--- config.mk ---
export PLATFORM = sky130hd
export DESIGN_NAME = unix_seconds_to_calendar_date
export DESIGN_NICKNAME = d
export VERILOG_FILES = /design/src/hw/rtl/ucd_pkg.sv /design/src/hw/rtl/ucd_day_split.sv /design/src/hw/rtl/ucd_era.sv /design/src/hw/rtl/ucd_ymd.sv /design/src/hw/rtl/unix_seconds_to_calendar_date.sv
export VERILOG_INCLUDE_DIRS = /design/src /design/src/hw/rtl
export SDC_FILE = /design/constraint.sdc
export NUM_CORES = 2
export LEC_CHECK = 0
export ABC_AREA = 1
export BUFFER_PORTS_ARGS = -buffer_cell sky130_fd_sc_hd__buf_2
export CAP_MARGIN = 25
export CORE_AREA = 2 2 360 362
export DETAILED_ROUTE_END_ITERATION = 10
export DIE_AREA = 0 0 362 364
export PLACE_DENSITY = 0.79
export SLEW_MARGIN = 20
export SYNTH_ARGS = -nofsm -noshare
export SYNTH_HDL_FRONTEND = slang
export SYNTH_SLANG_ARGS = --single-unit
--- constraint.sdc ---
create_clock -name aclk -period 8.35 [get_ports aclk]
set_input_delay 0.4175 -clock aclk [delete_from_list [all_inputs] [get_ports aclk]]
set_output_delay 0.4175 -clock aclk [all_outputs]
set_load 0.1 [all_outputs]
--- src/hw/rtl/unix_seconds_to_calendar_date_defines.svh ---
// Assertion macros shared by the calendar date converter.
`ifndef UNIX_SECONDS_TO_CALENDAR_DATE_DEFINES_SVH
`define UNIX_SECONDS_TO_CALENDAR_DATE_DEFINES_SVH

// Same-cycle implication, checked at every rising clock edge outside reset.
`define UCD_CHECK(lbl, clk, rstn, ante, cons, msg) \
    lbl: assert property (@(posedge clk) disable iff (!rstn) (ante) |-> (cons)) \
        else $error(msg);

// Next-cycle implication, checked at every rising clock edge outside reset.
`define UCD_CHECK_NEXT(lbl, clk, rstn, ante, cons, msg) \
    lbl: assert property (@(posedge clk) disable iff (!rstn) (ante) |=> (cons)) \
        else $error(msg);

`endif

--- src/hw/rtl/ucd_pkg.sv ---
`default_nettype none

package ucd_pkg;

    // Where an input time falls relative to the representable calendar.
    typedef enum logic [1:0] {
        SPAN_OK   = 2'd0,
        SPAN_LOW  = 2'd1,
        SPAN_HIGH = 2'd2
    } span_t;

    // Earliest second that still maps to year 0, and first second of the
    // March-based year 65535, which no longer fits.
    localparam logic signed [62:0] SECS_MIN   = -63'sd62167219200;
    localparam logic signed [62:0] SECS_LIMIT = 63'sd2005922707200;

    // Seconds per day split as 128 * 675; the 675 part uses a reciprocal
    // estimate that is low by at most one.
    localparam logic [9:0]  DIV675     = 10'd675;
    localparam logic [24:0] RECIP_675  = 25'd25451658;   // floor(2^34 / 675)

    // Day count biased so that a 400-year era starts at zero, one era early.
    localparam logic [24:0] ZZ_OFFSET  = 25'd146037;
    localparam logic [17:0] ERA_DAYS   = 18'd146097;
    localparam logic [25:0] RECIP_ERA  = 26'd60207212;   // ceil(2^43 / 146097)

    // Exact reciprocals for the narrow divisions.
    localparam logic [17:0] RECIP_HOUR = 18'd149131;     // ceil(2^29 / 3600)
    localparam logic [12:0] RECIP_MIN  = 13'd4370;       // ceil(2^18 / 60)
    localparam logic [18:0] RECIP_1460 = 19'd367720;     // ceil(2^29 / 1460)
    localparam logic [18:0] RECIP_365  = 19'd367720;     // ceil(2^27 / 365)
    localparam logic [9:0]  RECIP_100  = 10'd656;        // ceil(2^16 / 100)
    localparam logic [11:0] RECIP_153  = 12'd3427;       // ceil(2^19 / 153)

    localparam logic [11:0] SECS_PER_HOUR = 12'd3600;
    localparam logic [5:0]  SECS_PER_MIN  = 6'd60;
    localparam logic [17:0] CENTURY_DAYS  = 18'd36524;

    // Beat from the range check into the day split.
    typedef struct packed {
        logic [40:0] u;
        span_t       span;
    } split_t;

    // Beat carrying the biased day number and the second of the day.
    typedef struct packed {
        logic [24:0] dz;
        logic [16:0] sod;
        span_t       span;
    } day_t;

    // Beat carrying day of era, era year offset and the hour split.
    typedef struct packed {
        logic [17:0] doe;
        logic [15:0] y400;
        logic [4:0]  hour;
        logic [11:0] soh;
        logic [2:0]  wday;
        span_t       span;
    } era_t;

    // Beat carrying the March-based date and the full time of day.
    typedef struct packed {
        logic [15:0] ybase;
        logic [3:0]  mp;
        logic [8:0]  doy;
        logic [4:0]  hour;
        logic [5:0]  minute;
        logic [5:0]  second;
        logic [2:0]  wday;
        span_t       span;
    } ymd_t;

    // Weekday of a biased day number: (dz + 6) mod 7 by folding octal digits.
    function automatic logic [2:0] wday_of(input logic [24:0] dz);
        logic [26:0] x;
        logic [5:0]  s1;
        logic [3:0]  s2;
        logic [3:0]  r;
        x  = {2'b00, dz} + 27'd6;
        s1 = '0;
        for (int i = 0; i < 9; i++) begin
            s1 = s1 + {3'b000, x[3*i +: 3]};
        end
        s2 = {1'b0, s1[5:3]} + {1'b0, s1[2:0]};
        if (s2 >= 4'd14) begin
            r = s2 - 4'd14;
        end else if (s2 >= 4'd7) begin
            r = s2 - 4'd7;
        end else begin
            r = s2;
        end
        return r[2:0];
    endfunction

    // Days from March 1 to the first day of the March-based month.
    function automatic logic [8:0] month_start(input logic [3:0] mp);
        logic [8:0] d;
        case (mp)
            4'd0:    d = 9'd0;
            4'd1:    d = 9'd31;
            4'd2:    d = 9'd61;
            4'd3:    d = 9'd92;
            4'd4:    d = 9'd122;
            4'd5:    d = 9'd153;
            4'd6:    d = 9'd184;
            4'd7:    d = 9'd214;
            4'd8:    d = 9'd245;
            4'd9:    d = 9'd275;
            4'd10:   d = 9'd306;
            4'd11:   d = 9'd337;
            default: d = 9'd0;
        endcase
        return d;
    endfunction

endpackage

`default_nettype wire

--- src/hw/rtl/ucd_day_split.sv ---
`default_nettype none

// Floor division of the biased second count by 86400, in three stages.
module ucd_day_split (
    input  wire logic           aclk,
    input  wire logic           aresetn,
    input  wire logic           in_valid,
    output logic                in_ready,
    input  wire ucd_pkg::split_t in_data,
    output logic                out_valid,
    input  wire logic           out_ready,
    output ucd_pkg::day_t       out_data
);
    import ucd_pkg::*;

    logic        a_vld_reg, b_vld_reg, c_vld_reg;
    logic        en_a, en_b, en_c;

    logic [41:0] a_plo_reg, a_phi_reg;
    logic [33:0] a_v_reg;
    logic [6:0]  a_low_reg;
    span_t       a_span_reg;

    logic [24:0] b_q_reg;
    logic [33:0] b_v_reg;
    logic [6:0]  b_low_reg;
    span_t       b_span_reg;

    day_t        c_out_reg;

    logic [33:0] v_next;
    logic [41:0] plo_next, phi_next;
    logic [58:0] prod_next;
    logic [34:0] qm_next;
    logic [33:0] rfull_next;
    logic [10:0] r_next;
    logic [10:0] r2_next;
    logic        rc_next;
    day_t        out_next;

    // Each stage loads when it is empty or when the stage after it moves.
    assign en_c     = !c_vld_reg || out_ready;
    assign en_b     = !b_vld_reg || en_c;
    assign en_a     = !a_vld_reg || en_b;
    assign in_ready = en_a;

    always_ff @(posedge aclk) begin
        if (!aresetn) begin
            a_vld_reg <= 1'b0;
            b_vld_reg <= 1'b0;
            c_vld_reg <= 1'b0;
        end else begin
            if (en_a) a_vld_reg <= in_valid;
            if (en_b) b_vld_reg <= a_vld_reg;
            if (en_c) c_vld_reg <= b_vld_reg;
        end
    end

    // Stage A: two partial products of (u / 128) by the reciprocal of 675.
    assign v_next   = in_data.u[40:7];
    assign plo_next = {25'd0, v_next[16:0]} * {17'd0, RECIP_675};
    assign phi_next = {25'd0, v_next[33:17]} * {17'd0, RECIP_675};

    // Stage B: combine the partial products into the quotient estimate.
    assign prod_next = {a_phi_reg[41:0], 17'd0} + {17'd0, a_plo_reg};

    // Stage C: remainder, and one correction step when the estimate was low.
    always_comb begin
        qm_next    = {10'd0, b_q_reg} * {25'd0, DIV675};
        rfull_next = b_v_reg - qm_next[33:0];
        r_next     = rfull_next[10:0];
        rc_next    = (r_next >= {1'b0, DIV675});
        r2_next    = rc_next ? (r_next - {1'b0, DIV675}) : r_next;
        out_next.dz   = rc_next ? (b_q_reg + 25'd1) : b_q_reg;
        out_next.sod  = {r2_next[9:0], b_low_reg};
        out_next.span = b_span_reg;
    end

    always_ff @(posedge aclk) begin
        if (en_a) begin
            a_plo_reg  <= plo_next;
            a_phi_reg  <= phi_next;
            a_v_reg    <= v_next;
            a_low_reg  <= in_data.u[6:0];
            a_span_reg <= in_data.span;
        end
        if (en_b) begin
            b_q_reg    <= prod_next[58:34];
            b_v_reg    <= a_v_reg;
            b_low_reg  <= a_low_reg;
            b_span_reg <= a_span_reg;
        end
        if (en_c) begin
            c_out_reg  <= out_next;
        end
    end

    assign out_valid = c_vld_reg;
    assign out_data  = c_out_reg;

endmodule

`default_nettype wire

--- src/hw/rtl/ucd_era.sv ---
`default_nettype none

// Splits the day number into era and day of era, and the second of the day
// into hour and second of the hour. Also derives the weekday.
module ucd_era (
    input  wire logic          aclk,
    input  wire logic          aresetn,
    input  wire logic          in_valid,
    output logic               in_ready,
    input  wire ucd_pkg::day_t in_data,
    output logic               out_valid,
    input  wire logic          out_ready,
    output ucd_pkg::era_t      out_data
);
    import ucd_pkg::*;

    logic        a_vld_reg, b_vld_reg;
    logic        en_a, en_b;

    logic [7:0]  a_era_reg;
    logic [24:0] a_zz_reg;
    logic [4:0]  a_hour_reg;
    logic [16:0] a_sod_reg;
    logic [2:0]  a_wday_reg;
    span_t       a_span_reg;

    era_t        b_out_reg;

    logic [24:0] zz_next;
    logic [50:0] era_prod_next;
    logic [34:0] hour_prod_next;
    logic [25:0] em_next;
    logic [25:0] doe_full_next;
    logic [16:0] hm_next;
    logic [16:0] soh_full_next;
    logic [15:0] y400_next;
    era_t        out_next;

    assign en_b     = !b_vld_reg || out_ready;
    assign en_a     = !a_vld_reg || en_b;
    assign in_ready = en_a;

    always_ff @(posedge aclk) begin
        if (!aresetn) begin
            a_vld_reg <= 1'b0;
            b_vld_reg <= 1'b0;
        end else begin
            if (en_a) a_vld_reg <= in_valid;
            if (en_b) b_vld_reg <= a_vld_reg;
        end
    end

    // Stage A: exact reciprocal quotients for the era and the hour.
    assign zz_next        = in_data.dz + ZZ_OFFSET;
    assign era_prod_next  = {26'd0, zz_next} * {25'd0, RECIP_ERA};
    assign hour_prod_next = {18'd0, in_data.sod} * {17'd0, RECIP_HOUR};

    // Stage B: remainders, and the era scaled to years less one era.
    always_comb begin
        em_next       = {18'd0, a_era_reg} * {8'd0, ERA_DAYS};
        doe_full_next = {1'b0, a_zz_reg} - em_next;
        hm_next       = {12'd0, a_hour_reg} * {5'd0, SECS_PER_HOUR};
        soh_full_next = a_sod_reg - hm_next;
        y400_next     = ({8'd0, a_era_reg} * 16'd400) - 16'd400;
        out_next.doe  = doe_full_next[17:0];
        out_next.y400 = y400_next;
        out_next.hour = a_hour_reg;
        out_next.soh  = soh_full_next[11:0];
        out_next.wday = a_wday_reg;
        out_next.span = a_span_reg;
    end

    always_ff @(posedge aclk) begin
        if (en_a) begin
            a_era_reg  <= era_prod_next[50:43];
            a_zz_reg   <= zz_next;
            a_hour_reg <= hour_prod_next[33:29];
            a_sod_reg  <= in_data.sod;
            a_wday_reg <= wday_of(in_data.dz);
            a_span_reg <= in_data.span;
        end
        if (en_b) begin
            b_out_reg  <= out_next;
        end
    end

    assign out_valid = b_vld_reg;
    assign out_data  = b_out_reg;

endmodule

`default_nettype wire

--- src/hw/rtl/ucd_ymd.sv ---
`default_nettype none

// Turns the day of era into year of era, day of year and March-based month,
// and the second of the hour into minute and second, in four stages.
module ucd_ymd (
    input  wire logic          aclk,
    input  wire logic          aresetn,
    input  wire logic          in_valid,
    output logic               in_ready,
    input  wire ucd_pkg::era_t in_data,
    output logic               out_valid,
    input  wire logic          out_ready,
    output ucd_pkg::ymd_t      out_data
);
    import ucd_pkg::*;

    logic        a_vld_reg, b_vld_reg, c_vld_reg, d_vld_reg;
    logic        en_a, en_b, en_c, en_d;

    // Stage A registers.
    logic [6:0]  a_q1460_reg;
    logic [2:0]  a_qcent_reg;
    logic        a_last_reg;
    logic [17:0] a_doe_reg;
    logic [15:0] a_y400_reg;
    logic [4:0]  a_hour_reg;
    logic [5:0]  a_min_reg;
    logic [11:0] a_soh_reg;
    logic [2:0]  a_wday_reg;
    span_t       a_span_reg;

    // Stage B registers.
    logic [8:0]  b_yoe_reg;
    logic [17:0] b_doe_reg;
    logic [15:0] b_y400_reg;
    logic [4:0]  b_hour_reg;
    logic [5:0]  b_min_reg;
    logic [5:0]  b_sec_reg;
    logic [2:0]  b_wday_reg;
    span_t       b_span_reg;

    // Stage C registers.
    logic [8:0]  c_doy_reg;
    logic [15:0] c_ybase_reg;
    logic [4:0]  c_hour_reg;
    logic [5:0]  c_min_reg;
    logic [5:0]  c_sec_reg;
    logic [2:0]  c_wday_reg;
    span_t       c_span_reg;

    ymd_t        d_out_reg;

    logic [36:0] q1460_prod_next;
    logic [2:0]  qcent_next;
    logic [24:0] min_prod_next;
    logic [17:0] t_next;
    logic [36:0] yoe_prod_next;
    logic [11:0] sm_next;
    logic [11:0] sec_full_next;
    logic [18:0] yq_prod_next;
    logic [16:0] ydays_next;
    logic [17:0] doy_full_next;
    logic [10:0] x_next;
    logic [22:0] mp_prod_next;
    ymd_t        out_next;

    assign en_d     = !d_vld_reg || out_ready;
    assign en_c     = !c_vld_reg || en_d;
    assign en_b     = !b_vld_reg || en_c;
    assign en_a     = !a_vld_reg || en_b;
    assign in_ready = en_a;

    always_ff @(posedge aclk) begin
        if (!aresetn) begin
            a_vld_reg <= 1'b0;
            b_vld_reg <= 1'b0;
            c_vld_reg <= 1'b0;
            d_vld_reg <= 1'b0;
        end else begin
            if (en_a) a_vld_reg <= in_valid;
            if (en_b) b_vld_reg <= a_vld_reg;
            if (en_c) c_vld_reg <= b_vld_reg;
            if (en_d) d_vld_reg <= c_vld_reg;
        end
    end

    // Stage A: leap corrections of the day of era, and the minute.
    always_comb begin
        q1460_prod_next = {19'd0, in_data.doe} * {18'd0, RECIP_1460};
        qcent_next = {2'd0, (in_data.doe >= CENTURY_DAYS)}
                   + {2'd0, (in_data.doe >= 18'd73048)}
                   + {2'd0, (in_data.doe >= 18'd109572)}
                   + {2'd0, (in_data.doe >= 18'd146096)};
        min_prod_next = {13'd0, in_data.soh} * {12'd0, RECIP_MIN};
    end

    // Stage B: year of era, and the second of the minute.
    always_comb begin
        t_next = a_doe_reg - {11'd0, a_q1460_reg} + {15'd0, a_qcent_reg}
               - {17'd0, a_last_reg};
        yoe_prod_next = {19'd0, t_next} * {18'd0, RECIP_365};
        sm_next       = {6'd0, a_min_reg} * {6'd0, SECS_PER_MIN};
        sec_full_next = a_soh_reg - sm_next;
    end

    // Stage C: day of the March-based year, and the year before the carry.
    always_comb begin
        yq_prod_next  = {10'd0, b_yoe_reg} * {9'd0, RECIP_100};
        ydays_next    = ({8'd0, b_yoe_reg} * 17'd365) + {10'd0, b_yoe_reg[8:2]}
                      - {15'd0, yq_prod_next[17:16]};
        doy_full_next = b_doe_reg - {1'b0, ydays_next};
    end

    // Stage D: March-based month from the day of year.
    always_comb begin
        x_next        = {c_doy_reg, 2'b00} + {2'b00, c_doy_reg} + 11'd2;
        mp_prod_next  = {12'd0, x_next} * {11'd0, RECIP_153};
        out_next.ybase  = c_ybase_reg;
        out_next.mp     = mp_prod_next[22:19];
        out_next.doy    = c_doy_reg;
        out_next.hour   = c_hour_reg;
        out_next.minute = c_min_reg;
        out_next.second = c_sec_reg;
        out_next.wday   = c_wday_reg;
        out_next.span   = c_span_reg;
    end

    always_ff @(posedge aclk) begin
        if (en_a) begin
            a_q1460_reg <= q1460_prod_next[35:29];
            a_qcent_reg <= qcent_next;
            a_last_reg  <= (in_data.doe == 18'd146096);
            a_doe_reg   <= in_data.doe;
            a_y400_reg  <= in_data.y400;
            a_hour_reg  <= in_data.hour;
            a_min_reg   <= min_prod_next[23:18];
            a_soh_reg   <= in_data.soh;
            a_wday_reg  <= in_data.wday;
            a_span_reg  <= in_data.span;
        end
        if (en_b) begin
            b_yoe_reg   <= yoe_prod_next[35:27];
            b_doe_reg   <= a_doe_reg;
            b_y400_reg  <= a_y400_reg;
            b_hour_reg  <= a_hour_reg;
            b_min_reg   <= a_min_reg;
            b_sec_reg   <= sec_full_next[5:0];
            b_wday_reg  <= a_wday_reg;
            b_span_reg  <= a_span_reg;
        end
        if (en_c) begin
            c_doy_reg   <= doy_full_next[8:0];
            c_ybase_reg <= b_y400_reg + {7'd0, b_yoe_reg};
            c_hour_reg  <= b_hour_reg;
            c_min_reg   <= b_min_reg;
            c_sec_reg   <= b_sec_reg;
            c_wday_reg  <= b_wday_reg;
            c_span_reg  <= b_span_reg;
        end
        if (en_d) begin
            d_out_reg   <= out_next;
        end
    end

    assign out_valid = d_vld_reg;
    assign out_data  = d_out_reg;

endmodule

`default_nettype wire

--- src/hw/rtl/unix_seconds_to_calendar_date.sv ---
`default_nettype none

`include "unix_seconds_to_calendar_date_defines.svh"

// Converts a signed count of seconds since 1970-01-01 00:00:00 into the
// proleptic Gregorian date and time: year, zero-based month and day, weekday
// (0 is Sunday), hour, minute and second. The block is an 11-stage pipeline
// that takes one timestamp per clock while the output is not stalled; stages
// hold their beats under back-pressure and empty stages keep filling, so no
// beat is lost or repeated. The stage count is set by the chain of reciprocal
// multiplies: the division by seconds per day, the era split, the year-of-era
// and month steps each get stages of their own. Times before 0000-01-01
// return year 0, January 1, weekday 6 with saturated set; times from
// March 1 of year 65535 on return the last second of year 65535 with weekday 6
// and saturated set.
module unix_seconds_to_calendar_date (
    input  wire logic               aclk,
    input  wire logic               aresetn,
    input  wire logic               s_valid,
    output logic                    s_ready,
    input  wire logic signed [62:0] s_seconds_since_epoch,
    output logic                    m_valid,
    input  wire logic               m_ready,
    output logic [15:0]             m_year,
    output logic [3:0]              m_month,
    output logic [4:0]              m_day,
    output logic [2:0]              m_weekday,
    output logic [4:0]              m_hour,
    output logic [5:0]              m_minute,
    output logic [5:0]              m_second,
    output logic                    m_saturated
);
    import ucd_pkg::*;

    logic        in_vld_reg;
    split_t      in_data_reg;
    logic        en_in;
    logic        en_out;

    logic [62:0] diff_next;
    split_t      split_next;

    logic        ds_ready, ds_valid;
    day_t        ds_data;
    logic        er_ready, er_valid;
    era_t        er_data;
    logic        ym_ready, ym_valid;
    ymd_t        ym_data;

    logic        m_valid_reg;
    logic [15:0] year_reg, year_next;
    logic [3:0]  month_reg, month_next;
    logic [4:0]  day_reg, day_next;
    logic [2:0]  wday_reg, wday_next;
    logic [4:0]  hour_reg, hour_next;
    logic [5:0]  minute_reg, minute_next;
    logic [5:0]  second_reg, second_next;
    logic        sat_reg, sat_next;

    logic [8:0]  dom_full;
    logic [3:0]  mon_calc;

    // Input stage: range check and bias so the second count is non-negative.
    assign en_in   = !in_vld_reg || ds_ready;
    assign s_ready = en_in;

    always_comb begin
        diff_next    = s_seconds_since_epoch - SECS_MIN;
        split_next.u = diff_next[40:0];
        if (s_seconds_since_epoch < SECS_MIN) begin
            split_next.span = SPAN_LOW;
        end else if (s_seconds_since_epoch >= SECS_LIMIT) begin
            split_next.span = SPAN_HIGH;
        end else begin
            split_next.span = SPAN_OK;
        end
    end

    always_ff @(posedge aclk) begin
        if (!aresetn) begin
            in_vld_reg <= 1'b0;
        end else if (en_in) begin
            in_vld_reg <= s_valid;
        end
    end

    always_ff @(posedge aclk) begin
        if (en_in) begin
            in_data_reg <= split_next;
        end
    end

    ucd_day_split u_day_split (
        .aclk      (aclk),
        .aresetn   (aresetn),
        .in_valid  (in_vld_reg),
        .in_ready  (ds_ready),
        .in_data   (in_data_reg),
        .out_valid (ds_valid),
        .out_ready (er_ready),
        .out_data  (ds_data)
    );

    ucd_era u_era (
        .aclk      (aclk),
        .aresetn   (aresetn),
        .in_valid  (ds_valid),
        .in_ready  (er_ready),
        .in_data   (ds_data),
        .out_valid (er_valid),
        .out_ready (ym_ready),
        .out_data  (er_data)
    );

    ucd_ymd u_ymd (
        .aclk      (aclk),
        .aresetn   (aresetn),
        .in_valid  (er_valid),
        .in_ready  (ym_ready),
        .in_data   (er_data),
        .out_valid (ym_valid),
        .out_ready (en_out),
        .out_data  (ym_data)
    );

    // Output stage: day of month, January-based month, year carry and clamping.
    assign en_out = !m_valid_reg || m_ready;

    always_comb begin
        dom_full = ym_data.doy - month_start(ym_data.mp);
        mon_calc = (ym_data.mp < 4'd10) ? (ym_data.mp + 4'd2) : (ym_data.mp - 4'd10);
        case (ym_data.span)
            SPAN_LOW: begin
                year_next   = 16'd0;
                month_next  = 4'd0;
                day_next    = 5'd0;
                wday_next   = 3'd6;
                hour_next   = 5'd0;
                minute_next = 6'd0;
                second_next = 6'd0;
                sat_next    = 1'b1;
            end
            SPAN_HIGH: begin
                year_next   = 16'hFFFF;
                month_next  = 4'd11;
                day_next    = 5'd30;
                wday_next   = 3'd6;
                hour_next   = 5'd23;
                minute_next = 6'd59;
                second_next = 6'd59;
                sat_next    = 1'b1;
            end
            default: begin
                year_next   = ym_data.ybase + {15'd0, (mon_calc < 4'd2)};
                month_next  = mon_calc;
                day_next    = dom_full[4:0];
                wday_next   = ym_data.wday;
                hour_next   = ym_data.hour;
                minute_next = ym_data.minute;
                second_next = ym_data.second;
                sat_next    = 1'b0;
            end
        endcase
    end

    always_ff @(posedge aclk) begin
        if (!aresetn) begin
            m_valid_reg <= 1'b0;
        end else if (en_out) begin
            m_valid_reg <= ym_valid;
        end
    end

    always_ff @(posedge aclk) begin
        if (en_out) begin
            year_reg   <= year_next;
            month_reg  <= month_next;
            day_reg    <= day_next;
            wday_reg   <= wday_next;
            hour_reg   <= hour_next;
            minute_reg <= minute_next;
            second_reg <= second_next;
            sat_reg    <= sat_next;
        end
    end

    assign m_valid     = m_valid_reg;
    assign m_year      = year_reg;
    assign m_month     = month_reg;
    assign m_day       = day_reg;
    assign m_weekday   = wday_reg;
    assign m_hour      = hour_reg;
    assign m_minute    = minute_reg;
    assign m_second    = second_reg;
    assign m_saturated = sat_reg;

    // A full, stalled pipeline is the only reason to refuse input.
    `UCD_CHECK(a_stall_only_when_full, aclk, aresetn, !s_ready,
        m_valid && !m_ready, "input refused while the output is not stalled")

    // While fully stalled nothing drains, so input opens exactly with the output.
    `UCD_CHECK_NEXT(a_stall_holds, aclk, aresetn, !s_ready,
        s_ready == m_ready, "pipeline moved while fully stalled")

    // Unclamped results stay within calendar and clock ranges.
    `UCD_CHECK(a_fields_in_range, aclk, aresetn, m_valid && !m_saturated,
        m_month <= 4'd11 && m_day <= 5'd30 && m_weekday <= 3'd6 && m_hour <= 5'd23
        && m_minute <= 6'd59 && m_second <= 6'd59, "result field out of range")

    // February never has more than 29 days.
    `UCD_CHECK(a_february_length, aclk, aresetn,
        m_valid && !m_saturated && m_month == 4'd1, m_day <= 5'd28,
        "February day out of range")

    // Clamped results are one of the two fixed dates.
    `UCD_CHECK(a_clamp_dates, aclk, aresetn, m_valid && m_saturated,
        m_weekday == 3'd6 && ((m_year == 16'd0 && m_month == 4'd0)
        || (m_year == 16'hFFFF && m_month == 4'd11)), "bad clamped date")

endmodule

`default_nettype wire
==> results.toml <==
[setup_path]
r2r_start = "u_ymd.a_doe_reg[0]"
crit_arrival_ns = 8.36
path_max_fanout = 8
cp-start-kind = "flop"
criticalPathCategory = "flop to flop"
cp_slowest_cell = "fa_1"
cp_data_required_time_ns = 8.75
crit_top_cell = "fa_1"
cp-startpoint = "u_ymd.a_doe_reg[0]"
end_kind = "flop"
max_stage_delay_ns = 0.55

[place]
hpwl_um = 155200
port_buffers = 114
place_ws_ns = 0.2789
place.gp.congestion = 0.9613

[timing]
fin_crit_ns = 7.954
max_clock_freq_ghz = 0.1257
finalMaxSlewViolations = 0
hold_viol_final = 0
post-route-period-util_pct = 95.25
slew_headroom_pct = 31.10
worst_slew_pin_slew_ns = 1.030
setup_viol_count_final = 0
timing.setup.tns_ns = 0
finalWorstSetupSlack_ns = 0.3962
rsz0062_at_grt = "false"
final.setup_skew_ns = 0.04970

[yosys]
ys_async_sr_fraction_pct = 0
yosysWarnings = 0
ys.flop_type = "edfxtp_1"
synth_top_area_share_pct = 24.46
yosysSeqAreaShare_pct = 23.01
syn-num-nets = 10370
synth_cell_type_count = 52
synth_top_cell_by_area = "ha_1"
ys_top_cells_by_area = "ha_1, edfxtp_1, fa_1, inv_1, nand2_1"
syn_area_per_cell_um2 = 9.530
synthCells = 7980
yosys.cell_count.top_type = "inv_1"
yosys-top-cells-count = "inv_1, ha_1, nand2_1"
netlist_area_um2 = 76050
ys_ff_latch = 588
synth_edf_count = 572

[floorplan]
num_io_pins = 115
fp.dieW_um = 362
fp-row-count = 132
die-area_um2 = 131800
die_h_um = 364
core_um2 = 128300
initial_core_util_pct = 59.26

[route]
drc_errors = 0
wire_per_inst_um = 18.24
drt-pass1-iter-count = 6
wl_met3_um = 9615
dr_wl_met2_um = 88930
routed.top_layer = "met5"
drtIter0Drc = 3451
vias_per_cell = 5.507
vias = 54610
wl_um = 180900
met1_length_um = 76400
ant_nets = 0

[finish]
num-fill-cells = 10310
largest_reg_flops = 52
area_delta_synth_final_pct = 6.976
drive_gt1_share_pct = 3.751
nets = 10580

[global_route]
grt_max_degree = 66
antenna_found_initial = 3
overflow = 0
grtUsageTotal_pct = 28.17
grt_pass1_wl_um = 295300
first_global_vias = 57460

[hold_path]
worst_hold_path_type = "primary input to flop"
hp-start = "s_valid"

[clock_tree]
clockRootBuffer = "clkbuf_16"
clockBufferDepth = 3
cts_buffers = 66
cts_sinks = 588
htree_levels = 3
clk_latency_ns = 0.67
clkTransAtPathRegs_ns = 0.06
cts_tree = "yes"

[flow_run]
maxCapViolations = 0

[status]
status = "finished clean"
-- cell families after synthesis --
family | synth area share, %
buffers and inverters | 9.332
flip-flops | 23.01
AO/OA/AOI/OAI | 5.791
XOR/XNOR | 3.949
AND/OR/NAND/NOR | 11.40
adder cells (fa/ha/maj) | 46.52
-- cells in the final DEF (no fill, tap or decap), types with 11 or more instances in the layout --
| master | netlist | final |
|---|---|---|
| buf_4 | 3 | 43 |
| dfxtp_1 | 16 | 15 |
| nand3b_1 | 11 | 11 |
| o21ai_0 | 221 | 221 |
| xor2_1 | 239 | 238 |
| nand4_1 | 94 | 94 |
| clkbuf_16 | 0 | 67 |
| a21oi_1 | 369 | 369 |
| fa_1 | 838 | 838 |
| o211ai_1 | 23 | 23 |
| a31oi_1 | 35 | 35 |
| a21o_1 | 47 | 47 |
| edfxtp_1 | 572 | 572 |
| buf_2 | 3 | 114 |
| inv_1 | 1844 | 1841 |
| nand2_1 | 1095 | 1089 |
| a21boi_0 | 13 | 13 |
| nor4_1 | 43 | 42 |
| nor2_1 | 437 | 436 |
| or2_2 | 12 | 12 |
| xnor2_1 | 102 | 102 |
| ha_1 | 1487 | 1486 |
| o21bai_1 | 24 | 24 |
| o21a_1 | 18 | 18 |
| nor3_1 | 84 | 84 |
| nand3_1 | 255 | 253 |
-- per-layer routing --
layer / vias up / track usage [%]
met5: - / 0
met1: 26540 / 36.62
li1: 26150 / -
met2: 1593 / 49.25
met3: 320 / 3.260
met4: 2 / 8.971
-- worst max-delay path, delay by kind of cell, from the launching register on --
kind            cells  cell delay (ns)
compound gates      6             0.96
xor+xnor            1             0.24
fa+ha+maj          11             4.79
buf+inv             6             0.45
flops               1             0.41
simple gates       10             0.84
-- cell type report --
type	count	area [µm²]	share of cell area (%)
clock inverter	42	575.6	0.7075
timing repair buffer	168	1005	1.235
multi-input combinational	5512	51510	63.31
sequential	588	17500	21.51
antenna	2	5.005	0.006152
inverter	1851	6957	8.551
tap	1675	2096	2.576
clock buffer	77	1714	2.107
-- path summary, 6_finish.rpt --
path                            cells after the start                  end  slack [ns]
worst max-delay path                               34   u_ymd.b_yoe_reg[8]        0.40
worst min register to register                      0  u_era.a_span_reg[0]        0.41
worst max register to register                     34   u_ymd.b_yoe_reg[8]        0.40
worst min-delay path                                3           in_vld_reg        0.10
-- metrics by stage --
step,util (%),cells,hold slack (ns),area (µm²)
3_3_place_gp,61.49,9781,0.4003,78910
4_1_cts,63.35,9910,0.04327,81300
2_1_floorplan,-,7980,0.4003,76070
3_5_place_dp,61.49,9781,0.4045,78910
6_report,63.40,9915,0.1040,81360
5_1_grt,63.39,9913,0.09307,81350
-- what timing repair did --
item,CTS,global route
setup endpoints to repair,0,6
hold buffers,10,0
resized for setup,0,7
buffers inserted,0,3
endpoints found under the hold margin,10,0
Power is not shown: default switching activity piles up to over one toggle a cycle in this logic, so the estimate is an artifact.
